File: src/hdl/htts_pkg.sv
// ----------------------------------------------------------------------------
// htts_pkg
// Shared types, constants and the byte classifier for the html text stripper
// ----------------------------------------------------------------------------
package htts_pkg;

  localparam int MAX_ENTITY_NAME = 9;
  localparam int SPACE_BITS      = 16;
  localparam int QDEPTH          = 4;

  localparam int QPTR_BITS       = $clog2(QDEPTH);
  localparam int QCNT_BITS       = $clog2(QDEPTH + 1);
  localparam int EBUF_IDX_BITS   = $clog2(MAX_ENTITY_NAME);
  localparam int ELEN_BITS       = $clog2(MAX_ENTITY_NAME + 1);
  localparam int RP_DEPTH        = MAX_ENTITY_NAME + 1;
  localparam int RP_IDX_BITS     = $clog2(RP_DEPTH);
  localparam int RPLEN_BITS      = $clog2(RP_DEPTH + 1);
  localparam int MATCH_BITS      = 4;

  localparam logic [7:0] CH_LT    = 8'h3C;
  localparam logic [7:0] CH_GT    = 8'h3E;
  localparam logic [7:0] CH_AMP   = 8'h26;
  localparam logic [7:0] CH_SEMI  = 8'h3B;
  localparam logic [7:0] CH_SPACE = 8'h20;
  localparam logic [7:0] CH_TAB   = 8'h09;
  localparam logic [7:0] CH_LF    = 8'h0A;
  localparam logic [7:0] CH_CR    = 8'h0D;
  localparam logic [7:0] CH_QUOT  = 8'h22;
  localparam logic [7:0] CH_APOS  = 8'h27;

  typedef enum logic [2:0] {
    MODE_TEXT,
    MODE_TAG,
    MODE_OPEN,
    MODE_OPEN_SCRIPT,
    MODE_OPEN_STYLE,
    MODE_SKIP_SCRIPT,
    MODE_SKIP_STYLE,
    MODE_ENTITY
  } mode_t;

  typedef enum logic [1:0] {
    ACT_IDLE,
    ACT_BYTE,
    ACT_END_FAIL,
    ACT_END
  } act_t;

  typedef struct packed {
    logic [7:0] raw;
    logic [7:0] low;
    logic       is_lt;
    logic       is_gt;
    logic       is_amp;
    logic       is_semi;
    logic       is_ws;
  } cls_t;

  typedef struct packed {
    cls_t cls;
    logic last;
  } q_item_t;

  function automatic cls_t classify(input logic [7:0] b);
    cls_t c;
    c.raw     = b;
    c.low     = (b >= "A" && b <= "Z") ? b + 8'd32 : b;
    c.is_lt   = (b == CH_LT);
    c.is_gt   = (b == CH_GT);
    c.is_amp  = (b == CH_AMP);
    c.is_semi = (b == CH_SEMI);
    c.is_ws   = (b == CH_SPACE) || (b == CH_TAB) || (b == CH_LF) || (b == CH_CR);
    return c;
  endfunction

endpackage

File: src/hdl/htts_front.sv
// ----------------------------------------------------------------------------
// htts_front
// Input side: classifies each byte and holds it in a short queue for the parser
// ----------------------------------------------------------------------------
module htts_front import htts_pkg::*; (
  input  logic       clk,
  input  logic       rst,
  input  logic       in_valid,
  output logic       in_stall,
  input  logic [7:0] in_byte,
  input  logic       in_last,
  output logic       q_valid,
  output q_item_t    q_item,
  input  logic       q_pop
);

  q_item_t              mem [QDEPTH];
  logic [QPTR_BITS-1:0] wr_ptr;
  logic [QPTR_BITS-1:0] rd_ptr;
  logic [QCNT_BITS-1:0] count;
  logic                 push;
  logic                 pop;
  q_item_t              item_in;

  assign in_stall = (count == QCNT_BITS'(QDEPTH));
  assign q_valid  = (count != '0);
  assign push     = in_valid && !in_stall;
  assign pop      = q_pop && q_valid;
  assign q_item   = mem[rd_ptr];

  always_comb begin
    item_in.cls  = classify(in_byte);
    item_in.last = in_last;
  end

  always_ff @(posedge clk) begin
    if (push) begin
      mem[wr_ptr] <= item_in;
    end
  end

  always_ff @(posedge clk) begin
    if (rst) begin
      wr_ptr <= '0;
      rd_ptr <= '0;
      count  <= '0;
    end else begin
      if (push) begin
        wr_ptr <= wr_ptr + QPTR_BITS'(1);
      end
      if (pop) begin
        rd_ptr <= rd_ptr + QPTR_BITS'(1);
      end
      case ({push, pop})
        2'b10:   count <= count + QCNT_BITS'(1);
        2'b01:   count <= count - QCNT_BITS'(1);
        default: count <= count;
      endcase
    end
  end

endmodule

File: src/hdl/htts_back.sv
// ----------------------------------------------------------------------------
// htts_back
// Parser: tag, script/style, entity and whitespace handling, one byte a cycle
// while no held result beat stalls it, with entity replay and a registered result stage
// ----------------------------------------------------------------------------
module htts_back import htts_pkg::*; (
  input  logic                  clk,
  input  logic                  rst,
  input  logic                  q_valid,
  input  q_item_t               q_item,
  output logic                  q_pop,
  output logic                  out_valid,
  input  logic                  out_stall,
  output logic [7:0]            out_char,
  output logic                  char_valid,
  output logic [SPACE_BITS-1:0] space_run,
  output logic                  out_end
);

  localparam logic [SPACE_BITS-1:0] SPACE_MAX  = {SPACE_BITS{1'b1}};
  localparam logic [MATCH_BITS-1:0] SCRIPT_END = MATCH_BITS'(5);
  localparam logic [MATCH_BITS-1:0] STYLE_END  = MATCH_BITS'(4);
  localparam logic [MATCH_BITS-1:0] CSCR_END   = MATCH_BITS'(7);
  localparam logic [MATCH_BITS-1:0] CSTY_END   = MATCH_BITS'(6);

  function automatic logic [7:0] script_chr(input logic [MATCH_BITS-1:0] i);
    case (i)
      MATCH_BITS'(0): return "s";
      MATCH_BITS'(1): return "c";
      MATCH_BITS'(2): return "r";
      MATCH_BITS'(3): return "i";
      MATCH_BITS'(4): return "p";
      MATCH_BITS'(5): return "t";
      default:        return 8'h00;
    endcase
  endfunction

  function automatic logic [7:0] style_chr(input logic [MATCH_BITS-1:0] i);
    case (i)
      MATCH_BITS'(0): return "s";
      MATCH_BITS'(1): return "t";
      MATCH_BITS'(2): return "y";
      MATCH_BITS'(3): return "l";
      MATCH_BITS'(4): return "e";
      default:        return 8'h00;
    endcase
  endfunction

  function automatic logic [7:0] close_script_chr(input logic [MATCH_BITS-1:0] i);
    case (i)
      MATCH_BITS'(0): return "<";
      MATCH_BITS'(1): return "/";
      default:        return script_chr(i - MATCH_BITS'(2));
    endcase
  endfunction

  function automatic logic [7:0] close_style_chr(input logic [MATCH_BITS-1:0] i);
    case (i)
      MATCH_BITS'(0): return "<";
      MATCH_BITS'(1): return "/";
      default:        return style_chr(i - MATCH_BITS'(2));
    endcase
  endfunction

  mode_t                  mode;
  mode_t                  mode_next;
  logic [MATCH_BITS-1:0]  mp;
  logic [MATCH_BITS-1:0]  mp_next;
  logic [ELEN_BITS-1:0]   elen;
  logic [ELEN_BITS-1:0]   elen_next;
  logic [7:0]             ebuf [MAX_ENTITY_NAME];
  logic [SPACE_BITS-1:0]  held;
  logic [SPACE_BITS-1:0]  held_next;
  logic                   started;
  logic                   started_next;
  logic                   end_pend;
  logic                   end_pend_next;
  logic [7:0]             rp [RP_DEPTH];
  logic [RPLEN_BITS-1:0]  rp_len;
  logic [RPLEN_BITS-1:0]  rp_len_next;
  logic [RPLEN_BITS-1:0]  rp_pos;
  logic [RPLEN_BITS-1:0]  rp_pos_next;
  logic                   buf_we;
  logic                   rp_load;

  logic                   rp_act;
  act_t                   act;
  cls_t                   cur;
  logic                   cur_last;
  logic                   out_free;
  logic                   step;
  logic                   res_emit;
  logic                   res_end;
  logic [7:0]             res_char;
  logic                   ent_hit;
  logic [7:0]             ent_char;

  // source select: replay first, then end handling, then the queue
  assign rp_act   = (rp_pos < rp_len);
  assign out_free = !out_valid || !out_stall;

  always_comb begin
    act      = ACT_IDLE;
    cur      = classify(rp[rp_pos[RP_IDX_BITS-1:0]]);
    cur_last = 1'b0;
    if (rp_act) begin
      act = ACT_BYTE;
    end else if (end_pend) begin
      act = (mode == MODE_ENTITY) ? ACT_END_FAIL : ACT_END;
    end else if (q_valid) begin
      act      = ACT_BYTE;
      cur      = q_item.cls;
      cur_last = q_item.last;
    end
  end

  // entity name lookup
  always_comb begin
    ent_hit  = 1'b1;
    ent_char = CH_AMP;
    if (elen == ELEN_BITS'(3) && ebuf[0] == "a" && ebuf[1] == "m" && ebuf[2] == "p") begin
      ent_char = CH_AMP;
    end else if (elen == ELEN_BITS'(2) && ebuf[0] == "l" && ebuf[1] == "t") begin
      ent_char = CH_LT;
    end else if (elen == ELEN_BITS'(2) && ebuf[0] == "g" && ebuf[1] == "t") begin
      ent_char = CH_GT;
    end else if (elen == ELEN_BITS'(4) && ebuf[0] == "q" && ebuf[1] == "u" &&
                 ebuf[2] == "o" && ebuf[3] == "t") begin
      ent_char = CH_QUOT;
    end else if (elen == ELEN_BITS'(4) && ebuf[0] == "a" && ebuf[1] == "p" &&
                 ebuf[2] == "o" && ebuf[3] == "s") begin
      ent_char = CH_APOS;
    end else begin
      ent_hit = 1'b0;
    end
  end

  // result of this step
  always_comb begin
    res_emit = 1'b0;
    res_end  = 1'b0;
    res_char = cur.raw;
    case (act)
      ACT_BYTE: begin
        case (mode)
          MODE_TEXT: begin
            res_emit = !cur.is_lt && !cur.is_amp && !cur.is_ws;
          end
          MODE_ENTITY: begin
            if (cur.is_semi) begin
              res_emit = ent_hit;
              res_char = ent_char;
            end else if (elen == ELEN_BITS'(MAX_ENTITY_NAME)) begin
              res_emit = 1'b1;
              res_char = CH_AMP;
            end
          end
          default: res_emit = 1'b0;
        endcase
      end
      ACT_END_FAIL: begin
        res_emit = 1'b1;
        res_char = CH_AMP;
      end
      ACT_END: begin
        res_emit = 1'b1;
        res_end  = 1'b1;
      end
      default: res_emit = 1'b0;
    endcase
  end

  assign step  = (act != ACT_IDLE) && (!res_emit || out_free);
  assign q_pop = step && (act == ACT_BYTE) && !rp_act;

  // next state
  always_comb begin
    mode_next     = mode;
    mp_next       = mp;
    elen_next     = elen;
    held_next     = held;
    started_next  = started;
    end_pend_next = end_pend;
    rp_len_next   = rp_len;
    rp_pos_next   = rp_pos;
    buf_we        = 1'b0;
    rp_load       = 1'b0;
    case (act)
      ACT_BYTE: begin
        if (rp_act) begin
          rp_pos_next = rp_pos + RPLEN_BITS'(1);
        end else if (cur_last) begin
          end_pend_next = 1'b1;
        end
        case (mode)
          MODE_TEXT: begin
            if (cur.is_lt) begin
              if (started && held == '0) held_next = SPACE_BITS'(1);
              mode_next = MODE_OPEN;
              mp_next   = '0;
            end else if (cur.is_amp) begin
              mode_next = MODE_ENTITY;
              elen_next = '0;
            end else if (cur.is_ws) begin
              if (started && held == '0) held_next = SPACE_BITS'(1);
            end
          end
          MODE_TAG: begin
            if (cur.is_gt) mode_next = MODE_TEXT;
          end
          MODE_OPEN: begin
            if (mp == '0 && cur.low == "s") begin
              mp_next = MATCH_BITS'(1);
            end else if (mp == MATCH_BITS'(1) && cur.low == "c") begin
              mode_next = MODE_OPEN_SCRIPT;
              mp_next   = MATCH_BITS'(2);
            end else if (mp == MATCH_BITS'(1) && cur.low == "t") begin
              mode_next = MODE_OPEN_STYLE;
              mp_next   = MATCH_BITS'(2);
            end else begin
              mode_next = cur.is_gt ? MODE_TEXT : MODE_TAG;
              mp_next   = '0;
            end
          end
          MODE_OPEN_SCRIPT: begin
            if (cur.low == script_chr(mp)) begin
              if (mp == SCRIPT_END) begin
                if (started && held == '0) held_next = SPACE_BITS'(1);
                mode_next = MODE_SKIP_SCRIPT;
                mp_next   = '0;
              end else begin
                mp_next = mp + MATCH_BITS'(1);
              end
            end else begin
              mode_next = cur.is_gt ? MODE_TEXT : MODE_TAG;
              mp_next   = '0;
            end
          end
          MODE_OPEN_STYLE: begin
            if (cur.low == style_chr(mp)) begin
              if (mp == STYLE_END) begin
                if (started && held == '0) held_next = SPACE_BITS'(1);
                mode_next = MODE_SKIP_STYLE;
                mp_next   = '0;
              end else begin
                mp_next = mp + MATCH_BITS'(1);
              end
            end else begin
              mode_next = cur.is_gt ? MODE_TEXT : MODE_TAG;
              mp_next   = '0;
            end
          end
          MODE_SKIP_SCRIPT: begin
            if (cur.low == close_script_chr(mp)) begin
              if (mp == CSCR_END) begin
                mode_next = MODE_TAG;
                mp_next   = '0;
              end else begin
                mp_next = mp + MATCH_BITS'(1);
              end
            end else begin
              mp_next = cur.is_lt ? MATCH_BITS'(1) : '0;
            end
          end
          MODE_SKIP_STYLE: begin
            if (cur.low == close_style_chr(mp)) begin
              if (mp == CSTY_END) begin
                mode_next = MODE_TAG;
                mp_next   = '0;
              end else begin
                mp_next = mp + MATCH_BITS'(1);
              end
            end else begin
              mp_next = cur.is_lt ? MATCH_BITS'(1) : '0;
            end
          end
          default: begin
            if (cur.is_semi) begin
              if (!ent_hit && held != SPACE_MAX) held_next = held + SPACE_BITS'(1);
              mode_next = MODE_TEXT;
              elen_next = '0;
            end else if (elen < ELEN_BITS'(MAX_ENTITY_NAME)) begin
              buf_we    = 1'b1;
              elen_next = elen + ELEN_BITS'(1);
            end else begin
              mode_next   = MODE_TEXT;
              elen_next   = '0;
              rp_load     = 1'b1;
              rp_len_next = RPLEN_BITS'(RP_DEPTH);
              rp_pos_next = '0;
            end
          end
        endcase
      end
      ACT_END_FAIL: begin
        mode_next   = MODE_TEXT;
        elen_next   = '0;
        rp_load     = 1'b1;
        rp_len_next = RPLEN_BITS'(elen);
        rp_pos_next = '0;
      end
      ACT_END: begin
        mode_next     = MODE_TEXT;
        mp_next       = '0;
        elen_next     = '0;
        held_next     = '0;
        started_next  = 1'b0;
        end_pend_next = 1'b0;
        rp_len_next   = '0;
        rp_pos_next   = '0;
      end
      default: mode_next = mode;
    endcase
    if (res_emit && !res_end) begin
      held_next    = '0;
      started_next = 1'b1;
    end
  end

  always_ff @(posedge clk) begin
    if (rst) begin
      mode     <= MODE_TEXT;
      mp       <= '0;
      elen     <= '0;
      held     <= '0;
      started  <= 1'b0;
      end_pend <= 1'b0;
      rp_len   <= '0;
      rp_pos   <= '0;
    end else if (step) begin
      mode     <= mode_next;
      mp       <= mp_next;
      elen     <= elen_next;
      held     <= held_next;
      started  <= started_next;
      end_pend <= end_pend_next;
      rp_len   <= rp_len_next;
      rp_pos   <= rp_pos_next;
    end
  end

  // entity name buffer and replay copy
  always_ff @(posedge clk) begin
    if (step && buf_we) begin
      ebuf[elen[EBUF_IDX_BITS-1:0]] <= cur.raw;
    end
    if (step && rp_load) begin
      for (int k = 0; k < MAX_ENTITY_NAME; k++) begin
        rp[k] <= ebuf[k];
      end
      rp[MAX_ENTITY_NAME] <= cur.raw;
    end
  end

  // result register
  always_ff @(posedge clk) begin
    if (rst) begin
      out_valid <= 1'b0;
    end else if (step && res_emit) begin
      out_valid <= 1'b1;
    end else if (!out_stall) begin
      out_valid <= 1'b0;
    end
  end

  always_ff @(posedge clk) begin
    if (step && res_emit) begin
      out_char   <= res_end ? 8'h00 : res_char;
      char_valid <= !res_end;
      space_run  <= res_end ? '0 : held;
      out_end    <= res_end;
    end
  end

`ifndef SYNTHESIS
  a_rp_bound: assert property (@(posedge clk) disable iff (rst)
    rp_pos <= rp_len)
    else $error("replay position past replay length");

  a_elen_bound: assert property (@(posedge clk) disable iff (rst)
    elen <= ELEN_BITS'(MAX_ENTITY_NAME))
    else $error("entity length out of range");

  a_no_pop_in_replay: assert property (@(posedge clk) disable iff (rst)
    rp_act |-> !q_pop)
    else $error("queue popped during replay");

  a_end_resets: assert property (@(posedge clk) disable iff (rst)
    (step && act == ACT_END) |=> (mode == MODE_TEXT && held == '0 && !started && !end_pend))
    else $error("state not cleared after end beat");

  a_end_payload: assert property (@(posedge clk) disable iff (rst)
    (out_valid && out_end) |-> (!char_valid && space_run == '0))
    else $error("end beat carries a character");
`endif

endmodule

File: src/hdl/html_to_text_stripper_top.sv
// ----------------------------------------------------------------------------
// html_to_text_stripper_top
// HTML byte stream in, readable text characters with space counts out.
//
// Input channel: one document byte per beat (in_byte, in_last marks the final
// byte), accepted when in_valid is high and in_stall is low.
// Output channel: one beat per character (out_char, char_valid, space_run),
// plus a bare end beat with out_end set after the last byte of a document.
// A byte accepted into the queue passes through the result register before its
// beat appears. Throughput: one byte per cycle while the receiver does not stall,
// set by the parser stepping one byte a cycle from a four-entry queue, plus a
// parser step for the end beat of each document. An entity name that overruns
// nine bytes replays ten bytes, the parser taking no byte from the queue while
// it replays them; intake stalls once the queue fills. An entity still open at
// document end gives an '&' beat and replays its name bytes before the end beat.
// Reset (rst, synchronous) empties the queue and returns the parser to text
// mode with no held spaces. When the receiver stalls, the result register
// holds its beat, the parser stops at the next byte that would give a beat,
// and the queue fills until in_stall rises.
// ----------------------------------------------------------------------------
module html_to_text_stripper_top import htts_pkg::*; (
  input  logic                  clk,
  input  logic                  rst,
  input  logic                  in_valid,
  output logic                  in_stall,
  input  logic [7:0]            in_byte,
  input  logic                  in_last,
  output logic                  out_valid,
  input  logic                  out_stall,
  output logic [7:0]            out_char,
  output logic                  char_valid,
  output logic [SPACE_BITS-1:0] space_run,
  output logic                  out_end
);

  logic    q_valid;
  q_item_t q_item;
  logic    q_pop;

  htts_front u_front (
    .clk      (clk),
    .rst      (rst),
    .in_valid (in_valid),
    .in_stall (in_stall),
    .in_byte  (in_byte),
    .in_last  (in_last),
    .q_valid  (q_valid),
    .q_item   (q_item),
    .q_pop    (q_pop)
  );

  htts_back u_back (
    .clk        (clk),
    .rst        (rst),
    .q_valid    (q_valid),
    .q_item     (q_item),
    .q_pop      (q_pop),
    .out_valid  (out_valid),
    .out_stall  (out_stall),
    .out_char   (out_char),
    .char_valid (char_valid),
    .space_run  (space_run),
    .out_end    (out_end)
  );

endmodule

File: config.mk
export PLATFORM = sky130hd
export DESIGN_NAME = html_to_text_stripper_top
export DESIGN_NICKNAME = d
export VERILOG_FILES = /design/src/hdl/htts_pkg.sv /design/src/hdl/htts_front.sv /design/src/hdl/htts_back.sv /design/src/hdl/html_to_text_stripper_top.sv
export SDC_FILE = /design/constraint.sdc
export NUM_CORES = 1
export LEC_CHECK = 0
export BUFFER_PORTS_ARGS = -buffer_cell sky130_fd_sc_hd__buf_2
export CAP_MARGIN = 20
export CORE_MARGIN = 2
export CORE_UTILIZATION = 50
export CTS_CLUSTER_DIAMETER = 100
export DETAILED_ROUTE_END_ITERATION = 7
export GPL_ROUTABILITY_DRIVEN = 0
export PLACE_DENSITY = 0.69
export SKIP_LAST_GASP = 1
export SLEW_MARGIN = 0
export SYNTH_ARGS = -nofsm -noshare
export SYNTH_HDL_FRONTEND = slang
export SYNTH_SLANG_ARGS = --single-unit
File: constraint.sdc
create_clock -name clk -period 9.8 [get_ports clk]
set_input_delay 0 -clock clk [delete_from_list [all_inputs] [get_ports clk]]
set_output_delay 0 -clock clk [all_outputs]
set_load 0.01 [all_outputs]
After elaboration in Yosys (flattened, before gate mapping)

Memories as Yosys holds them, arrays and structs flattened. A register that Yosys moved wholly into a read port is not among the register bits.
Index checks and enable logic that the tools add are counted.

$add $sub $neg: 11
$mul: 0
Divide/modulo/power cells: 0
Magnitude comparators: 6
Eq/ne operators: 95
Shift operators: 0
Muxes and demuxes: 133
Bitwise operators: 0
Reductions and logical operators: 75

Operators by type and width:

| kind                    | count |
|---|---|
| $mux W16                | 11 |
| $mux W8                 | 17 |
| $eq A8 B7 Y1 const B    | 15 |
| $mux W4                 | 24 |
| $pmux W7 S6             | 2 |
| $eq A8 B6 Y1 const B    | 10 |
| $pmux W7 S5             | 2 |
| $pmux W16 S4            | 1 |
| $mux W21                | 3 |
| $eq A8 B4 Y1 const B    | 6 |
| $mux W3                 | 16 |
| $pmux W8 S2             | 3 |
| $mux W1                 | 35 |
| $logic_and A1 B1 Y1     | 33 |
| $eq A8 B8 Y1            | 4 |
| $pmux W16 S2            | 1 |
| $pmux W4 S2             | 4 |
| $eq A4 B3 Y1 const B    | 7 |
| $eq A4 B2 Y1 const B    | 6 |
| $ne A4 B4 Y1 const B    | 6 |
| $pmux W4 S6             | 1 |
| $ne A3 B3 Y1 const B    | 7 |
| $pmux W3 S7             | 1 |
| $add A16 B1 Y16 const B | 1 |
| other kinds (48)        | 104 |

Bits in registers: 71
Bits in latches: 0
Bits in writable memories: 240
ROM bits: 0
Input bits: 13
Output and inout port bits: 28
Memories: 3

Memory list:

| memory      | depth | bits a word | rd ports | clocked after Yosys merged registers in | write ports | RTL line         | text |
|---|---|---|---|---|---|---|---|
| u_front.mem | 4     | 22          | 1        | 1                                       | 1           | htts_front.sv:17 | `q_item_t mem [QDEPTH];` |
| u_back.rp   | 10    | 8           | 1        | 1                                       | 10          | htts_back.sv:78  | `logic [7:0] rp [RP_DEPTH];` |
| u_back.ebuf | 9     | 8           | 9        | 0                                       | 1           | htts_back.sv:71  | `logic [7:0] ebuf [MAX_ENTITY_NAME];` |

Longest topological paths before layout

Gate-level depths: netlist (run 1).
An unclocked memory read counts as a cell.

Depth after elaboration: 22
Depth in mapped cells: 21
Gate-level depth less buffers: 19

Modules after synthesis

Synthesis (run 1) repeated with hierarchy kept, for this count alone.

Cell total of the unflattened synthesis: 1124
Area, all modules: 14168.6 sq um

By module, submodules not included:

| module     | times used | cells each | area each (sq um) |
|---|---|---|---|
| htts_back  | 1          | 947        | 11040.6 |
| htts_front | 1          | 177        | 3128.0 |

Worst setup path after synthesis (run 1)

Ideal clock, no wire load.

Kind: flip-flop to flip-flop
From: register (tool-made name)
To: memory u_back.rp[0][0] (enable)
Setup time: 617 ps
Data arrival time: 8340 ps
Data required time: 9183 ps
Slack: 843 ps
Stages on the path, launching flop included: 16
Path buffers: 6
Cell sequence: dfxtp_1 buf_6 buf_12 buf_8 buf_12 mux2i_1 a22o_1 o31a_2 nor3_1 a41o_1 mux2i_1 o311a_4 o21ai_1 buf_2 buf_2 nor3_1

RTL lines:

| element   | RTL line |
|---|---|
| to (decl) | htts_back.sv:78 |

==> flow_summary.ini, run 1 <==
[timing]
skew_ns = 0.0218
relSlewSlack_pct = 31.8
rsz0062_at_grt = no
setup_violations = 0
setup_tns_ns = 0
finalHoldViolCount = 0
finalCritPeriodShare_pct = 49.1
slew_violations = 0
max_freq_mhz = 208
tightest_slew_ns = 1.02
fin_crit_ns = 4.81

[synthesis]
synth.area.top_cells = edfxtp_1 (51%), dfxtp_1 (7.1%), mux2i_1 (3.3%)
post_synth_fa_ha_maj_area_fraction_pct = 2.56
synthArstFlopShare_pct = 0
ys_types = 104
synth_compound_area_share_pct = 13.1
muxShareOfSynthArea_pct = 6.61
synth_top_family_by_area = simple AND/OR/NAND/NOR gates
synthesis.nets = 1216
avgSynthCellArea_um2 = 12.3
yosysWarnings = 0
synth-simple-area-share_pct = 14.3
synthFlopType = edfxtp_1
synth_area_leader_cell = edfxtp_1
synthCells = 1174
ys_seq_area_share_pct = 58.2
synth_edf_count = 246
yosysMostFrequentCell = edfxtp_1
netlist_top_cells_count = edfxtp_1 (246), nor2_1 (117), nand2_1 (67)
syn_area_um2 = 14500
netlist.area_leader.share_pct = 51.1
synthXorXnorAreaFrac_pct = 1.70
ys_ff_latch = 297

[route]
initialDrtViolationCount = 948
vias = 9844
antenna_left = 0
dr.pass1.iters = 5
viasPerCell = 6.05
routed_wl_um = 34500
drc = 0
wl_per_cell_um = 21.2

[worst_setup_path]
endpoint_kind = register
crit_path_max_fanout = 25
reg2reg_slack_ns = 4.99
cp_slowest_cell = dfxtp_2
required_ns = 10.29
crit_arrival_ns = 5.29
slowest_delay_ns = 0.63
ff2ff_path_depth = 16
cp-start-kind = register
r2r_end = u_front.count[2]
path_cells = buf_12, mux2i_1, a22o_1, o31a_2, nor3_1, a41o_1, mux2i_1, o311a_4, o21ai_2, nor3_1, ha_1, inv_1, fa_1, xor2_1, or3_1, a21oi_1
critPathKind = register to register
crit_path_end = u_front.count[2]

[cts]
cts_tree = built
root_buffer = clkbuf_16
cts_buffers = 31
cts_resized = 0
clock_sinks = 297
post_cts_buffers = 0
clk_pin_slew_ns = 0.06
clockBufferDepth = 3
ctsHtreeMaxLevel = 1
clk_latency_ns = 0.57

[power]
combPwrFrac_pct = 42.6
p_leak_nw = 5.32
power_frac_seq_pct = 34.6
peakVddDrop_uv = 195
power_density_nw_per_um2 = 309
p_int_mw = 3.01
p_total_mw = 4.97
clkPwrFrac_pct = 22.7
net-switching-power_mw = 1.96
sw_frac_of_total_pct = 39.4

[placed_design]
dp_cells = 1552
dp.final_hpwl_um = 24100
port_buffers = 40

[global_routing]
grt_usage_pct = 22.6
grt_pass1_wl_um = 54100
grt_overflow_total = 0
grt_max_degree = 81
antenna_found_initial = 0
grt_pass1_vias = 9685

[floorplan]
die_width_um = 174
coreArea_um2 = 28500
rows = 62
initial_utilization_pct = 50.6
die_y_um = 174
dieArea_um2 = 30300
io-pin-count = 41

[final_layout]
syn2layout_area_growth_pct = 11.4
num-fill-cells = 2379
stdcell_count = 1626
antenna_cells = 0
drive_gt1_share_pct = 14.1
num-nets-final = 1259

[flow_run]
cap_violations = 0

[hold_path]
worst_hold_path_type = input pin to register

[status]
outcome = completed
## cells by family (layout without fill, tap and decap cells)
family | Yosys count | count (layout)
adder cells (fa/ha/maj) | 29 | 29
flip-flops | 297 | 297
XOR/XNOR | 28 | 28
multiplexers | 73 | 73
buffers and inverters | 110 | 178
AO/OA/AOI/OAI | 241 | 241
AND/OR/NAND/NOR | 396 | 396
## flip-flops by register name, summed over array words and instances, names as in the netlist, 3 cells and up, named ones only
signal,cells
u_back.ebuf,72
u_back.elen,4
u_back.held,16
u_back.mode,3
u_back.mp,4
u_back.out_char,8
u_back.rp,80
u_back.rp_len,4
u_back.rp_pos,4
u_back.space_run,16
u_front.count,3
u_front.mem,68
## worst max-delay path, delay by kind of cell (launching register included)
family / cells / cell delay [ns]
buffers and inverters: 2 / 0.34
muxes: 2 / 0.41
and+or+nand+nor: 3 / 0.89
adders and majority gates: 2 / 0.64
xor gates and xnor gates: 1 / 0.16
DFF: 1 / 0.63
AOI/OAI and AO/OA: 6 / 1.63
## timing repair
action                                  CTS  global route
hold buffers                             13             0
endpoints found under the setup margin    0             0
endpoints found under the hold margin    83             0
## routing by layer
metal,up-vias,GRT usage [%],routed length (um)
met3,67,2.78,2030
li1,4597,-,-
met2,333,38.3,16500
met4,0,6.72,929
met5,-,0,0
met1,4847,30.8,15000
## metrics by stage
stage / hold WS [ns] / setup WS [ns] / util, % / cell area [um^2]
6_report: 0.222 / 4.99 / 56.4 / 16100
5_1_grt: 0.209 / 4.57 / 56.4 / 16100
4_1_cts: 0.217 / 4.59 / 56.2 / 16000
3_5_place_dp: 0.240 / 4.62 / 52.3 / 14900
3_3_place_gp: 0.217 / 4.78 / 52.2 / 14900
2_1_floorplan: 0.0989 / 0.843 / - / 14500
## layout by cell type (no fill, tap or decap), drive strengths merged, types with 12 or more instances in the layout
master       instances
o32ai               13
a2111oi             16
dfxtp               51
nand4               14
buf                 52
inv                 56
xnor2               20
nand2b              13
dlygate4sd3         13
and2                17
mux4                17
a22oi               12
nor4                15
edfxtp             246
o21ai               33
mux2i               47
ha                  28
nor3                30
clkbuf              41
nand3               22
and3                20
nor2               118
nor2b               24
a21oi               48
nand2               67
## power by group through the flow
stage	combinational [mW]	clock [mW]	sequential, mW
2_1_floorplan	1.52	0	1.75
3_3_place_gp	2.00	0	1.76
3_5_place_dp	2.03	0	1.77
4_1_cts	2.05	1.15	1.74
5_1_grt	2.29	1.20	1.74
6_report	2.12	1.13	1.72
## worst min path at each step
stage / from / to / slack (ns) / cells after the start
detailed placement: in_last / u_front.mem[0][0] / 0.24 / 1
CTS: in_last / u_front.mem[0][0] / 0.22 / 2
finish: in_last / u_front.mem[3][0] / 0.22 / 2
floorplan: in_last / u_front.mem[0][0] / 0.1 / 0
global route: in_last / u_front.mem[0][0] / 0.21 / 2
global placement: in_last / u_front.mem[2][0] / 0.22 / 1
## final cells by class
class / count / area [um^2] / share of cell area, %
clock buffers: 41 / 823 / 5.12
clock inverters: 17 / 160 / 0.995
inverters: 55 / 211 / 1.31
multi-input cells: 767 / 5550 / 34.5
flip-flops and latches: 297 / 8410 / 52.3
well taps: 384 / 480 / 2.99
repair buffers: 65 / 453 / 2.81
No activity file was read; power rests on OpenSTA's default activity.
==> run 2: changes to the inputs <==
- clock period: 9.8 -> 4.95 ns (I/O delays scaled with it)
==> flow_summary.ini, run 2 (same netlist as run 1, synthesis figures left out) <==
[cts]
cts_buffers = 30
clock_sinks = 297
root_buffer = clkbuf_16
ctsHtreeMaxLevel = 1
cts_resized = 0
post_cts_buffers = 0
clk_pin_slew_ns = 0.07
clockBufferDepth = 3
ctsHoldBuffers = 14
cts_tree = built
clk_latency_ns = 0.56

[worst_setup_path]
cp_num_buf_inv = 2
crit_arrival_ns = 4.92
cp_top_family = compound AO/OA/AOI/OAI gates
critPathKind = register to register
crit_path_max_fanout = 16
cp-start-kind = register
path_cells = buf_4, mux2i_1, a22oi_1, a21oi_2, buf_4, or3b_1, o311ai_0, o2111ai_1, a221oi_1, o21a_1, o21ai_2, a2111o_1, a32o_1
slowest_delay_ns = 0.50
cp_slowest_cell = a221oi_1
required_ns = 5.40
crit_path_frequent_cell = buf_4
endpoint_kind = register

[timing]
fin_ws_ns = 0.478
tightest_slew_ns = 1.11
fin_crit_ns = 4.47
rsz0062_at_grt = no
slew_violations = 0
finalHoldViolCount = 0
skew_ns = 0.0125
timing.hold.ws_ns = 0.195
relSlewSlack_pct = 26.0
setup_violations = 0
max_freq_mhz = 224
finalCritPeriodShare_pct = 90.3
setup_tns_ns = 0

[global_routing]
grt_usage_pct = 22.6
grt_overflow_total = 0
grt_pass1_vias = 9484
grt_pass1_wl_um = 53700
grt_max_degree = 81
antenna_found_initial = 0

[final_layout]
antenna_cells = 0
largest_reg_flops = 80
utilization_pct = 57.7
num-fill-cells = 2369
drive_gt1_share_pct = 16.9
final_design_area_no_fill_um2 = 16500
syn2layout_area_growth_pct = 14.0
top_register = u_back.rp
mostFrequentLayoutCell = edfxtp_1
num-nets-final = 1285
stdcell_count = 1651
layout_common_cells = edfxtp_1 (246), nor2_1 (117), nand2_1 (67)

[flow_run]
cap_violations = 0

[hold_path]
worst_hold_path_type = input pin to register

[route]
dr.pass1.iters = 7
viasPerCell = 6.07
antenna_left = 0
routed_wl_um = 34500
vias = 10000
wl_per_cell_um = 20.9
drc = 0
initialDrtViolationCount = 1131

[placed_design]
place_area_um2 = 15200
port_buffers = 40
dp_cells = 1581
dp.final_hpwl_um = 24100
pre_cts_slack_ns = 0.469

[power]
peakVddDrop_uv = 447
power_density_nw_per_um2 = 620
p_total_mw = 10.2
p_leak_nw = 5.53

[floorplan]
initial_utilization_pct = 50.6
io-pin-count = 41
die_y_um = 174
coreArea_um2 = 28500
die_width_um = 174
dieArea_um2 = 30300
rows = 62

[status]
outcome = completed
## run 2: cell types whose count changed in the layout (fill, tap and decap cells not counted), sizes merged
cell         change
buf             +26
bufinv           +5
clkbuf          -10
clkinvlp         +1
dlygate4sd3      +1
clkinv           +2
## run 2: metal layers
| layer | global-route usage (%) | vias to the layer above | part of all wire, % |
|---|---|---|---|
| met3 | 2.82 | 72 | 6.1 |
| met2 | 36.8 | 374 | 47 |
| met1 | 32.2 | 4923 | 44 |
| met4 | 6.09 | 0 | 2.9 |
| li1 | - | 4650 | - |
| met5 | 0 | - | 0 |
## run 2: final timing paths
kind	startpoint	to	slack (ns)	depth (start not counted)
setup / recovery	register	u_back.held[11]	0.48	13
hold / removal	in_last	u_front.mem[3][0]	0.20	2
setup reg to reg	register	u_back.held[11]	0.48	13
hold reg to reg	u_back.ebuf[5][5]	u_back.rp[5][5]	0.42	0
## run 2: report_power, final
group	internal [mW]	switching, mW	total, mW
registers	3.26	0.128	3.39
clock network	1.49	0.975	2.46
logic	1.50	2.86	4.36
## run 2: cell type report
class	instances	area, um^2	area share (%)
Clock buffer	31	754	4.58
Clock inverter	25	347	2.10
Inverter	55	211	1.28
Multi-Input combinational cell	767	5620	34.1
Sequential cell	297	8410	51.1
Tap cell	384	480	2.92
Timing Repair Buffer	92	651	3.95
==> run 3: changes to the inputs <==
- BUFFER_PORTS_ARGS: -buffer_cell sky130_fd_sc_hd__buf_2 -> not set
- DONT_BUFFER_PORTS: not set -> 1
- PLACE_DENSITY: 0.69 -> 0.68
==> flow_summary.ini, run 3 (same netlist as run 1, synthesis figures left out) <==
[final_layout]
syn2layout_area_growth_pct = 11.7
largest_reg_flops = 80
drive_gt1_share_pct = 13.6
utilization_pct = 56.5
num-nets-final = 1242
mostFrequentLayoutCell = edfxtp_1
antenna_cells = 0
layout_common_cells = edfxtp_1 (246), nor2_1 (117), nand2_1 (67)
top_register = u_back.rp

[route]
wl_per_cell_um = 21.3
viasPerCell = 6.07
drc = 0
antenna_left = 0
initialDrtViolationCount = 893
dr.pass1.iters = 6
routed_wl_um = 34300
vias = 9765

[worst_setup_path]
cp-start-kind = register
endpoint_kind = register
critPathKind = register to register
crit_path_max_fanout = 16
required_ns = 5.40
crit_arrival_ns = 5.23

[floorplan]
dieArea_um2 = 30300
initial_utilization_pct = 50.6
die_width_um = 174
io-pin-count = 41
coreArea_um2 = 28500
rows = 62
die_y_um = 174

[cts]
cts_tree = built
clk_latency_ns = 0.58
root_buffer = clkbuf_16
clock_sinks = 297
cts_resized = 0
clockBufferDepth = 3
clk_pin_slew_ns = 0.06
cts_buffers = 30
ctsHtreeMaxLevel = 1

[global_routing]
grt_usage_pct = 22.6
grt_max_degree = 81
grt_pass1_vias = 9561
antenna_found_initial = 0
grt_overflow_total = 0
grt_pass1_wl_um = 53800

[timing]
setup_violations = 0
finalHoldViolCount = 0
max_freq_mhz = 209
setup_tns_ns = 0
fin_crit_ns = 4.78
tightest_slew_ns = 1.12
slew_violations = 0
finalCritPeriodShare_pct = 96.6
rsz0062_at_grt = no
relSlewSlack_pct = 24.8
skew_ns = 0.0273

[power]
power_density_nw_per_um2 = 612
combPwrFrac_pct = 42.1
power_frac_seq_pct = 35.2
p_total_mw = 9.88
net-switching-power_mw = 3.90
peakVddDrop_uv = 509
sw_frac_of_total_pct = 39.4
p_leak_nw = 5.32
clkPwrFrac_pct = 22.7
p_int_mw = 5.98

[placed_design]
port_buffers = 0
dp.final_hpwl_um = 24000

[flow_run]
cap_violations = 0

[hold_path]
worst_hold_path_type = input pin to register

[status]
outcome = completed
==> run 3: cell count changes in the layout (fill, tap and decap cells not counted), moves of 2 or more <==
cell        delta
clkbuf_1       +2
clkinvlp_4     -3
clkbuf_8       +5
clkinv_4       -3
bufinv_16      -5
clkinv_1       +4
buf_2         -40
==> run 3: power by group through the flow <==
stage               Sequential [mW]  Clock [mW]  Combinational, mW
finish                         3.48        2.25               4.16
global route                   3.50        2.38               4.51
CTS                            3.48        2.29               4.11
detailed placement             3.53           0               4.04
global placement               3.53           0               3.99
floorplan                      3.45           0               3.10
==> run 3: worst paths after layout <==
| path | cells past startpoint | slack (ns) | to | start |
|---|---|---|---|---|
| setup / recovery | 12 | 0.17 | u_back.held[0] | register |
| hold / removal | 3 | 0.04 | u_front.mem[0][13] | in_byte[2] |
| setup reg to reg | 12 | 0.17 | u_back.held[0] | register |
| hold reg to reg | 0 | 0.42 | u_back.rp[7][0] | u_back.ebuf[7][0] |
==> run 3: routing by layer <==
layer / routed length (um) / global-route usage (%) / vias to the layer above
met5: 0 / 0 / -
met4: 1180 / 6.90 / 0
met3: 2120 / 3.13 / 74
met2: 16500 / 37.6 / 354
met1: 14500 / 30.9 / 4784
li1: - / - / 4553
==> run 3: worst max-delay path, cell delays in order (launching register included) <==
cell	delay, ns
dfxtp_2	0.59
buf_4	0.30
mux2i_1	0.27
a22oi_1	0.21
a21oi_2	0.46
o21ai_0	0.24
a221o_2	0.46
o41a_1	0.36
and3_1	0.20
o21a_1	0.26
o21ai_2	0.68
a211o_1	0.27
mux2_1	0.34
==> run 3: repair_timing <==
action                                  CTS  global route
setup buffers                             0             1
endpoints found under the setup margin    0             1
hold buffers                             14             0
hold endpoints to repair                118             0
==> run 3: layout make-up <==
| class | count | area (um^2) |
|---|---|---|
| Timing Repair Buffer | 49 | 413 |
| Fill cell | 2379 | 12400 |
| Clock buffer | 39 | 838 |
| Inverter | 55 | 211 |
| Tap cell | 384 | 480 |
| Multi-Input combinational cell | 767 | 5620 |
| Clock inverter | 17 | 168 |
| Sequential cell | 297 | 8410 |
==> run 3: through the flow <==
| step | instances | setup slack (ns) | hold WS [ns] | instance area [um^2] |
|---|---|---|---|---|
| after detailed placement | 1537 | 0.276 | 0.0758 | 15000 |
| after floorplan | 1174 | 0.0198 | 0.0989 | 14500 |
| final | 1608 | 0.168 | 0.0443 | 16100 |
| after CTS | 1607 | 0.213 | 0.0288 | 16100 |
| after global routing | 1608 | 0.0287 | 0.124 | 16100 |
| after global placement | 1537 | 0.356 | 0.0761 | 15000 |
